===== src/rtl/core/sits_pkg.sv =====
// Shared constants and types for the stable index tiebreak sorter.
// No dependencies.
package sits_pkg;

   localparam int MAX_ITEMS = 64;
   localparam int KEY_WIDTH = 32;
   localparam int POS_WIDTH = 6;
   localparam int CNT_WIDTH = 7;

   typedef struct packed {
      logic                 load;       // input word accepted
      logic                 clear_set;  // set fully delivered
      logic                 prev_clear;
      logic                 best_clear;
      logic                 take_best;  // result word taken
      logic                 rd_en;
      logic [POS_WIDTH-1:0] rd_addr;
   } sits_cmd_type;

   typedef struct packed {
      logic [CNT_WIDTH-1:0] count;
   } sits_stat_type;

endpackage


===== src/rtl/core/sits_ram.sv =====
// Generic single write, single read RAM with registered read data.
// No dependencies.
module sits_ram #(
   parameter int WIDTH = 32,
   parameter int DEPTH = 64
) (
   input  logic                     clock,
   input  logic                     wr_en,
   input  logic [$clog2(DEPTH)-1:0] wr_addr,
   input  logic [WIDTH-1:0]         wr_data,
   input  logic                     rd_en,
   input  logic [$clog2(DEPTH)-1:0] rd_addr,
   output logic [WIDTH-1:0]         rd_data
);
   logic [WIDTH-1:0] mem [DEPTH];

   always_ff @(posedge clock) begin
      if (wr_en) begin
         mem[wr_addr] <= wr_data;
      end
      if (rd_en) begin
         rd_data <= mem[rd_addr];
      end
   end
endmodule


===== src/rtl/core/sits_dpath.sv =====
// Datapath: key store, fill count, overflow mark, running minimum search.
// Depends on sits_pkg and sits_ram.
module sits_dpath (
   input  logic                           clock,
   input  logic                           reset,
   input  sits_pkg::sits_cmd_type         cmd,
   input  logic [sits_pkg::KEY_WIDTH-1:0] req_key,
   output sits_pkg::sits_stat_type        stat,
   output logic [sits_pkg::KEY_WIDTH-1:0] best_key,
   output logic [sits_pkg::POS_WIDTH-1:0] best_pos,
   output logic                           dropped
);
   import sits_pkg::*;

   logic [CNT_WIDTH-1:0] count_ff, count_in;
   logic                 drop_ff, drop_in;
   logic                 full;
   logic                 wr_en;
   logic [KEY_WIDTH-1:0] rd_data;
   logic                 rd_valid_ff;
   logic [POS_WIDTH-1:0] rd_idx_ff;
   logic [KEY_WIDTH-1:0] best_key_ff, prev_key_ff;
   logic [POS_WIDTH-1:0] best_pos_ff, prev_pos_ff;
   logic                 best_valid_ff, has_prev_ff;
   logic                 cand_ok, cand_better;

   // (key, position) order with keys signed
   function automatic logic before_pair(input logic [KEY_WIDTH-1:0] ka,
                                        input logic [POS_WIDTH-1:0] pa,
                                        input logic [KEY_WIDTH-1:0] kb,
                                        input logic [POS_WIDTH-1:0] pb);
      logic r;
      if (ka != kb) r = ($signed(ka) < $signed(kb));
      else          r = (pa < pb);
      return r;
   endfunction

   assign full  = (count_ff == CNT_WIDTH'(MAX_ITEMS));
   assign wr_en = cmd.load && !full;

   sits_ram #(.WIDTH(KEY_WIDTH), .DEPTH(MAX_ITEMS)) u_key_ram (
      .clock   (clock),
      .wr_en   (wr_en),
      .wr_addr (count_ff[POS_WIDTH-1:0]),
      .wr_data (req_key),
      .rd_en   (cmd.rd_en),
      .rd_addr (cmd.rd_addr),
      .rd_data (rd_data)
   );

   always_comb begin
      count_in = count_ff;
      drop_in  = drop_ff;
      if (cmd.clear_set) begin
         count_in = '0;
         drop_in  = 1'b0;
      end else if (cmd.load) begin
         if (full) drop_in  = 1'b1;
         else      count_in = count_ff + CNT_WIDTH'(1);
      end
   end

   assign cand_ok = !has_prev_ff ||
                    before_pair(prev_key_ff, prev_pos_ff, rd_data, rd_idx_ff);
   assign cand_better = cand_ok && (!best_valid_ff ||
                    before_pair(rd_data, rd_idx_ff, best_key_ff, best_pos_ff));

   always_ff @(posedge clock) begin
      if (reset) begin
         count_ff      <= '0;
         drop_ff       <= 1'b0;
         rd_valid_ff   <= 1'b0;
         best_valid_ff <= 1'b0;
         has_prev_ff   <= 1'b0;
      end else begin
         count_ff    <= count_in;
         drop_ff     <= drop_in;
         rd_valid_ff <= cmd.rd_en;
         if (cmd.best_clear) begin
            best_valid_ff <= 1'b0;
         end else if (rd_valid_ff && cand_better) begin
            best_valid_ff <= 1'b1;
         end
         if (cmd.prev_clear) begin
            has_prev_ff <= 1'b0;
         end else if (cmd.take_best) begin
            has_prev_ff <= 1'b1;
         end
      end
      rd_idx_ff <= cmd.rd_addr;
      if (rd_valid_ff && cand_better && !cmd.best_clear) begin
         best_key_ff <= rd_data;
         best_pos_ff <= rd_idx_ff;
      end
      if (cmd.take_best) begin
         prev_key_ff <= best_key_ff;
         prev_pos_ff <= best_pos_ff;
      end
   end

   assign stat.count = count_ff;
   assign best_key   = best_key_ff;
   assign best_pos   = best_pos_ff;
   assign dropped    = drop_ff;
endmodule


===== src/rtl/core/sits_ctrl.sv =====
// Controller: load, scan passes over the store, result handshake.
// Depends on sits_pkg.
module sits_ctrl (
   input  logic                    clock,
   input  logic                    reset,
   input  logic                    req_valid,
   input  logic                    req_last_item,
   output logic                    req_ready,
   output logic                    rsp_valid,
   input  logic                    rsp_ready,
   output logic                    last_out,
   input  sits_pkg::sits_stat_type stat,
   output sits_pkg::sits_cmd_type  cmd
);
   import sits_pkg::*;

   typedef enum logic [1:0] {ST_LOAD, ST_SCAN, ST_DRAIN, ST_SEND} state_type;

   state_type            state_ff;
   logic [POS_WIDTH-1:0] scan_idx_ff;
   logic [CNT_WIDTH-1:0] emit_cnt_ff;
   logic [CNT_WIDTH-1:0] last_idx;
   logic                 in_acc, out_acc, scan_end;

   assign last_idx  = stat.count - CNT_WIDTH'(1);
   assign req_ready = (state_ff == ST_LOAD);
   assign rsp_valid = (state_ff == ST_SEND);
   assign in_acc    = req_valid && req_ready;
   assign out_acc   = rsp_valid && rsp_ready;
   assign last_out  = (emit_cnt_ff == last_idx);
   assign scan_end  = ({1'b0, scan_idx_ff} == last_idx);

   always_comb begin
      cmd            = '0;
      cmd.load       = in_acc;
      cmd.prev_clear = in_acc && req_last_item;
      cmd.best_clear = (in_acc && req_last_item) || (out_acc && !last_out);
      cmd.take_best  = out_acc;
      cmd.clear_set  = out_acc && last_out;
      cmd.rd_en      = (state_ff == ST_SCAN);
      cmd.rd_addr    = scan_idx_ff;
   end

   always_ff @(posedge clock) begin
      if (reset) begin
         state_ff    <= ST_LOAD;
         scan_idx_ff <= '0;
         emit_cnt_ff <= '0;
      end else begin
         unique case (state_ff)
            ST_LOAD: begin
               if (in_acc && req_last_item) begin
                  state_ff    <= ST_SCAN;
                  scan_idx_ff <= '0;
                  emit_cnt_ff <= '0;
               end
            end
            ST_SCAN: begin
               if (scan_end) state_ff <= ST_DRAIN;
               else          scan_idx_ff <= scan_idx_ff + POS_WIDTH'(1);
            end
            ST_DRAIN: begin
               state_ff <= ST_SEND;
            end
            ST_SEND: begin
               if (out_acc) begin
                  scan_idx_ff <= '0;
                  emit_cnt_ff <= emit_cnt_ff + CNT_WIDTH'(1);
                  state_ff    <= last_out ? ST_LOAD : ST_SCAN;
               end
            end
            default: state_ff <= ST_LOAD;
         endcase
      end
   end
endmodule


===== src/rtl/core/stable_index_tiebreak_sorter.sv =====
// Top level of the stable index tiebreak sorter.
// Depends on sits_pkg, sits_ctrl, sits_dpath (and sits_ram below it).
//
// Loads up to MAX_ITEMS signed keys, one word per cycle, tagging each with its
// arrival position; words past MAX_ITEMS are dropped and flagged. The word
// marked last starts output: results come in ascending (key, position) order.
// Each result is found by one scan of the key RAM (one read port, one entry
// per cycle), then a drain state and the result handshake. No input is taken
// while a set is draining.
module stable_index_tiebreak_sorter (
   input  logic                           clock,
   input  logic                           reset,
   input  logic                           req_valid,
   output logic                           req_ready,
   input  logic [sits_pkg::KEY_WIDTH-1:0] req_key,
   input  logic                           req_last_item,
   output logic                           rsp_valid,
   input  logic                           rsp_ready,
   output logic [sits_pkg::KEY_WIDTH-1:0] rsp_sorted_key,
   output logic [sits_pkg::POS_WIDTH-1:0] rsp_original_position,
   output logic                           rsp_end_of_set,
   output logic                           rsp_overflow_flag
);
   import sits_pkg::*;

   sits_cmd_type  cmd;
   sits_stat_type stat;

   sits_ctrl u_ctrl (
      .clock         (clock),
      .reset         (reset),
      .req_valid     (req_valid),
      .req_last_item (req_last_item),
      .req_ready     (req_ready),
      .rsp_valid     (rsp_valid),
      .rsp_ready     (rsp_ready),
      .last_out      (rsp_end_of_set),
      .stat          (stat),
      .cmd           (cmd)
   );

   sits_dpath u_dpath (
      .clock    (clock),
      .reset    (reset),
      .cmd      (cmd),
      .req_key  (req_key),
      .stat     (stat),
      .best_key (rsp_sorted_key),
      .best_pos (rsp_original_position),
      .dropped  (rsp_overflow_flag)
   );
endmodule


===== config.mk =====
export PLATFORM = sky130hd
export DESIGN_NAME = stable_index_tiebreak_sorter
export DESIGN_NICKNAME = d
export VERILOG_FILES = /design/src/rtl/core/sits_pkg.sv /design/src/rtl/core/sits_ram.sv /design/src/rtl/core/sits_dpath.sv /design/src/rtl/core/sits_ctrl.sv /design/src/rtl/core/stable_index_tiebreak_sorter.sv
export SDC_FILE = /design/constraint.sdc
export NUM_CORES = 2
export LEC_CHECK = 0
export ABC_AREA = 1
export BUFFER_PORTS_ARGS = -buffer_cell sky130_fd_sc_hd__buf_2
export CAP_MARGIN = 20
export CORE_ASPECT_RATIO = 0.8
export CORE_UTILIZATION = 25
export CTS_CLUSTER_DIAMETER = 200
export CTS_CLUSTER_SIZE = 30
export DETAILED_ROUTE_END_ITERATION = 10
export PLACE_DENSITY = 0.48
export SLEW_MARGIN = 5
export SYNTH_ARGS = -nofsm -noshare
export SYNTH_HDL_FRONTEND = slang
export SYNTH_HIERARCHICAL = 1
export SYNTH_SLANG_ARGS = --single-unit

===== constraint.sdc =====
create_clock -name clock -period 13.2 [get_ports clock]
set_input_delay 0 -clock clock [delete_from_list [all_inputs] [get_ports clock]]
set_output_delay 0 -clock clock [all_outputs]
set_load 0.1 [all_outputs]

=== After elaboration in Yosys (flattened, before gate mapping) ===
Memory sizes are Yosys's and may differ from the RTL's. A register that Yosys moved wholly into a read port is not among the register bits.
Index checks and enable logic that the tools add are counted.

* $add $sub $neg: 4
* Order comparisons: 4
* Eq/ne operators: 12
* Multiplexer cells: 16
* Bitwise logic cells: 1
* Reduce and logical (&&, ||, !) cells: 28

{| class="wikitable"
|+ Operators with widths
! operator !! count
|-
| less-than comparator 32 bit || 2
|-
| inequality test 32 bit || 2
|-
| two-way mux 6 bit || 3
|-
| case mux 6 bit (3 select lines) || 1
|-
| adder 7 x 1 -> 7 bit, second input constant || 2
|-
| two-way mux 7 bit || 2
|-
| case mux 7 bit (2 select lines) || 1
|-
| less-than comparator 6 bit || 2
|-
| logical AND 1 bit || 9
|-
| inequality test 2 bit, second input constant || 4
|-
| case mux 2 bit (4 select lines) || 1
|-
| == test 6 x 7 -> 1 bit || 1
|-
| == test 7 bit || 1
|-
| == test 7 bit, second input constant || 1
|-
| subtractor 7 x 1 -> 7 bit, second input constant || 1
|-
| adder 6 x 1 -> 6 bit, second input constant || 1
|-
| two-way mux 2 bit || 3
|-
| AND reduction 3 bit || 2
|-
| OR reduction 2 bit || 3
|-
| logical NOT 1 bit || 5
|-
| two-way mux 1 bit || 5
|-
| == test 2 bit, second input constant || 2
|-
| AND reduction 2 bit || 2
|-
| AND reduction 4 bit || 1
|-
| 6 further kinds || 8
|}

* Flip-flop bits (word level): 108
* RAM bits: 2048
* Input port bits: 37
* Output and inout bits: 42
* Logic and storage cells: 79
* Memories: 1

{| class="wikitable"
|+ Memories
! name !! depth !! bits a word !! read ports !! clocked after memory_dff !! write ports !! RTL line !! RTL
|-
| u_dpath.u_key_ram.mem || 64 || 32 || 1 || 1 || 1 || sits_ram.sv:15 || <nowiki>logic [WIDTH-1:0] mem [DEPTH];</nowiki>
|}

=== Depth between registers and ports, before layout ===
* Depth in word-level cells: 7
* Gate-level depth with buffers: 18
* Gate-level depth less buffers: 18

=== By module ===
Netlist, hierarchy kept.

{| class="wikitable"
|+ Modules (own cells, without submodules)
! module !! times used !! cells an instance !! area an instance (µm²)
|-
| sits_ram || 1 || 6769 || 83058.4
|-
| sits_dpath || 1 || 474 || 4926.0
|-
| sits_ctrl || 1 || 194 || 1291.2
|}

=== Worst setup path after synthesis ===
No wires, ideal clock.

* Kind: register to register
* Start point: reg u_ctrl.state_ff[1]
* End point: mem u_dpath.u_key_ram.mem[48][0] (enable)
* Library setup time: 0.502 ns
* Arrival time: 5.346 ns
* Required time: 12.698 ns
* Slack: 7.352 ns
* Stages on the path, launching flop included: 11
* Buffers on the path: 2
* Period minus slack after synthesis: 5.848 ns
* Cell sequence: dfxtp_1 inv_1 ha_1 nand2_2 inv_1 buf_4 nand2_4 inv_2 clkbuf_1 nand4_1 nor4_1

* Longest elaborated chain between the ends: 5

{| class="wikitable"
|+ RTL lines
! what !! RTL line !! RTL
|-
| from (decl) || sits_ctrl.sv:19 || <nowiki>state_type state_ff;</nowiki>
|-
| from (signal assigned) || sits_ctrl.sv:69 || <nowiki>state_ff <= last_out ? ST_LOAD : ST_SCAN;</nowiki>
|-
| logical NOT 2 bit || sits_ctrl.sv:26 || <nowiki>assign req_ready = (state_ff == ST_LOAD);</nowiki>
|-
| net req_ready || stable_index_tiebreak_sorter.sv:14 || <nowiki>output logic req_ready,</nowiki>
|-
| logical AND 1 bit || sits_ctrl.sv:28 || <nowiki>assign in_acc = req_valid && req_ready;</nowiki>
|-
| net u_ctrl.in_acc || sits_ctrl.sv:23 || <nowiki>logic in_acc, out_acc, scan_end;</nowiki>
|-
| logical AND 1 bit || sits_dpath.sv:39 || <nowiki>assign wr_en = cmd.load && !full;</nowiki>
|-
| net u_dpath.wr_en || sits_dpath.sv:18 || <nowiki>logic wr_en;</nowiki>
|-
| two-way mux 1 bit || sits_ram.sv:18 || <nowiki>if (wr_en) begin</nowiki>
|-
| two-way mux 1 bit (implied by the code) || sits_ram.sv:19 || <nowiki>mem[wr_addr] <= wr_data;</nowiki>
|-
| to (decl) || sits_ram.sv:15 ||
|}

The timed path passes the listed nets, and every way through them passes these cells.

==> metrics.md <==
| Metric | Value |
|---|---|
| Status | finished, final reports clean |
| Cell area after synthesis | 0.08928 mm² |
| Post-route ant nets | 0 |
| Post-DP HPWL | 145600 µm |
| Starting Density | 25.22% |
| Clock slew at reported path FFs | 0.12 ns |
| Worst slew pin tran | 1.027 ns |
| Maxcap violations | 0 |
| Cell family with most CP delay | buffers and inverters |
| Vias in the first global route | 55160 |
| Post-synth EDFFs | 2156 |
| Cell area power density | 136.2 mW/mm² |
| Vias | 57730 |
| Layout cells sized above 1 | 6.063% |
| Clock skew | 0.06358 ns |
| Critical path class | reg -> reg |
| Placed inst area | 0.09515 mm² |
| Max transition margin | 31.55% |
| Max Transition Viols Final | 0 |
| Wirelength per Cell | 23.74 µm |
| Min-delay worst type | in -> reg |
| Global Route Usage Sum | 15.45% |
| Hold_buf cts | 36 |
| CTS Buffer Depth | 3 |
| Leakage | 32.86 nW |
| CTS resizes | 0 |
| H-Tree Depth | 3 |
| Pre-antenna DRT Iters | 5 |
| Setup slack, reg-to-reg | 8.27 ns |
| Area Growth Syn to Fin | 9.543% |
| Sequential-to-total area share from yosys stat | 73.24% |
| Final setup viols | 0 |
| Tmin final | 4.930 ns |
| Vias per cell | 4.769 |
| Die width | 670.1 µm |
| Period utilisation layout | 37.35% |
| Gpl congestion | 0.7627 |
| Yosys warns | 6 |
| Initial antenna violation count | 24 |
| Avg Cell Area, Syn | 12.00 µm² |
| First-pass GRT wire length | 407800 µm |
| # fillers | 36260 |
| Unrepaired setup endpoints after global routing | no |
| Total CTS buffers | 82 |
| Maximum clock frequency | 202.9 MHz |
| Cell-by-cell trace of the critical path | buf_4 -> buf_4 -> buf_4 -> buf_4 -> nand3_1 -> nand3_1 -> nand3_1 -> nand3_1 -> nand2_1 -> nand2_1 -> nand2_1 |
| CTS root buffer | clkbuf_16 |
| Num ports | 79 |
| Clock sink total | 2188 |
| Core Footprint | 0.3540 mm² |
| Crit path from | u_ctrl/scan_idx_ff[1] |
| Die Ht | 536.5 µm |
| VDD IR-drop max | 0.00009510 V |
| Critical Path Sink | u_dpath/u_key_ram/rd_data[26] |
| Critical R2R Capture | u_dpath/u_key_ram/rd_data[26] |
| Fraction of registers with async set/reset | 0% |
| Residual DRC | 0 |
| CP max stage delay | 0.81 ns |
| Starting DRT DRC Count | 7038 |
| Std-Cell Rows | 195 |
| Largest net degree at the start of global routing | 141 |
| Crit path capture type | register |
| Cell count after synthesis | 7437 |
| Skew-Pair Late Insertion Delay | 0.79 ns |
| TNS Setup | 0 ns |
| CP max-delay cell | dfxtp_4 |
| Yosys cell types | 44 |
| Synth Register Bits | 2188 |
| Worst r2r src | u_ctrl/scan_idx_ff[1] |
| Postcts setup bufs | 0 |
| Arrival time at the worst endpoint | 5.43 ns |
| Startpoint types | register |
| PortBufs | 78 |
| Crit-path max FO | 58 |
| Detailed Route WL | 287300 µm |
| Nets@finish | 7468 |
| Hold Fails Final Rpt | 0 |
| Synth Net Count | 7556 |
| CP Buf/Inv Count | 4 |
| Total grt overflow | 0 |
| Post-route cell area | 0.09780 mm² |
| FF-to-FF path depth | 11 |
| Crit path depth | 11 |
| WP data required | 13.70 ns |
| Die area | 0.3595 mm² |
| Main synth FF type | edfxtp_1 |
| CTS tree | built |
how the worst min path moves through the flow:
stage	cells after the start	slack (ns)	from	endpoint
6_report	3	0.1	reset	u_ctrl/scan_idx_ff[1]
3_5_place_dp	2	0.35	reset	u_dpath/rd_valid_ff
5_1_grt	3	0.09	reset	u_dpath/rd_valid_ff
4_1_cts	1	0.02	req_key[1]	u_dpath/u_key_ram/mem[18][1]
3_3_place_gp	2	0.35	reset	u_ctrl/scan_idx_ff[1]
2_1_floorplan	1	0.07	reset	u_ctrl/scan_idx_ff[1]
cells in the final DEF, fill, tap and decap left out, types with 7 or more instances in the layout:
master	n
dlygate4sd3_1	38
nor3_1	7
nand3_1	1940
nor2_4	60
nand4_1	17
clkbuf_1	17
buf_4	155
buf_12	9
nor2_1	40
a21oi_1	46
nor4_2	8
nand2_2	9
o21ai_0	10
nor2_2	10
clkbuf_16	83
edfxtp_1	2156
dfxtp_1	26
buf_2	78
nand2_1	2369
inv_1	141
ha_1	81
layer usage:
metal	share of wire (%)	global-route usage, %
met3	7.6	2.055
met1	47	23.05
met2	44	24.04
met5	0.0045	0
met4	1.9	2.951
Yosys cell counts, types with 4 or more instances:
master	n	area (µm²)
nor2_2	10	62.56
xnor2_1	4	35.03
inv_1	144	540.5
edfxtp_1	2156	64740
buf_2	282	1411
inv_2	5	18.77
buf_4	47	352.8
nand3b_1	5	37.54
nor3_1	7	35.03
nand2_2	9	56.30
nor4_1	8	50.05
nor2_1	97	364.1
buf_1	40	150.1
nand2_1	2369	8892
a21oi_1	46	230.2
nand3_1	1940	9709
o21ai_0	10	50.05
o21a_1	6	45.04
nor3b_1	5	37.54
ha_1	82	1026
nand4_1	17	106.4
clkbuf_1	78	292.8
dfxtp_1	32	640.6
registers in the layout (all words and copies together) (netlist names):
name	cells
u_dpath/rd_valid_ff	1
u_dpath/rd_idx_ff	6
u_dpath/best_key	32
u_dpath/has_prev_ff	1
u_dpath/u_key_ram/mem	2048
u_ctrl/emit_cnt_ff	7
u_ctrl/scan_idx_ff	6
u_dpath/u_key_ram/rd_data	32
u_dpath/dropped	1
u_dpath/best_valid_ff	1
u_ctrl/state_ff	2
u_dpath/prev_pos_ff	6
u_dpath/prev_key_ff	32
u_dpath/best_pos	6
u_dpath/stat	7
cell type report:
class	instances	area [µm²]	share of cell area [%]
multi-input combinational	4647	21540	22.02
antenna	5	12.51	0.01279
inverter	150	600.6	0.6141
timing repair buffer	280	2115	2.162
tap	4728	5916	6.049
clock buffer	100	2141	2.189
sequential	2188	65400	66.88
clock inverter	7	71.32	0.07293
worst register-to-register path: stages, from the launching register on:
cell	delay, ns
dfxtp_4	0.81
buf_4	0.75
buf_4	0.82
buf_4	0.77
buf_4	0.69
nand3_1	0.21
nand3_1	0.10
nand3_1	0.10
nand3_1	0.19
nand2_1	0.08
nand2_1	0.07
nand2_1	0.06
cell families after synthesis:
family | synth area share, %
xor+xnor | 0.09390
flops | 73.24
buf+inv | 3.177
simple gates | 21.87
fa+ha+maj | 1.149
compound gates | 0.4765
through the flow:
stage	hold slack (ns)	power [W]	util (%)	std cells	setup slack (ns)
2_1_floorplan	0.06907	0.009445	-	7437	7.352
3_3_place_gp	0.3497	0.01017	26.88	11950	8.388
3_5_place_dp	0.3480	0.01019	26.88	11950	8.388
4_1_cts	0.02377	0.01341	27.60	12100	8.356
5_1_grt	0.08543	0.01387	27.62	12100	8.083
6_report	0.09531	0.01332	27.62	12110	8.270
report_power, final:
group | total, W | internal [W] | switching [W]
Sequential | 0.00789 | 0.00776 | 0.000131
Clock | 0.00329 | 0.00117 | 0.00211
Combinational | 0.00214 | 0.000552 | 0.00159
Total | 0.0133 | 0.00948 | 0.00384
(Power assumes the default switching activity.)
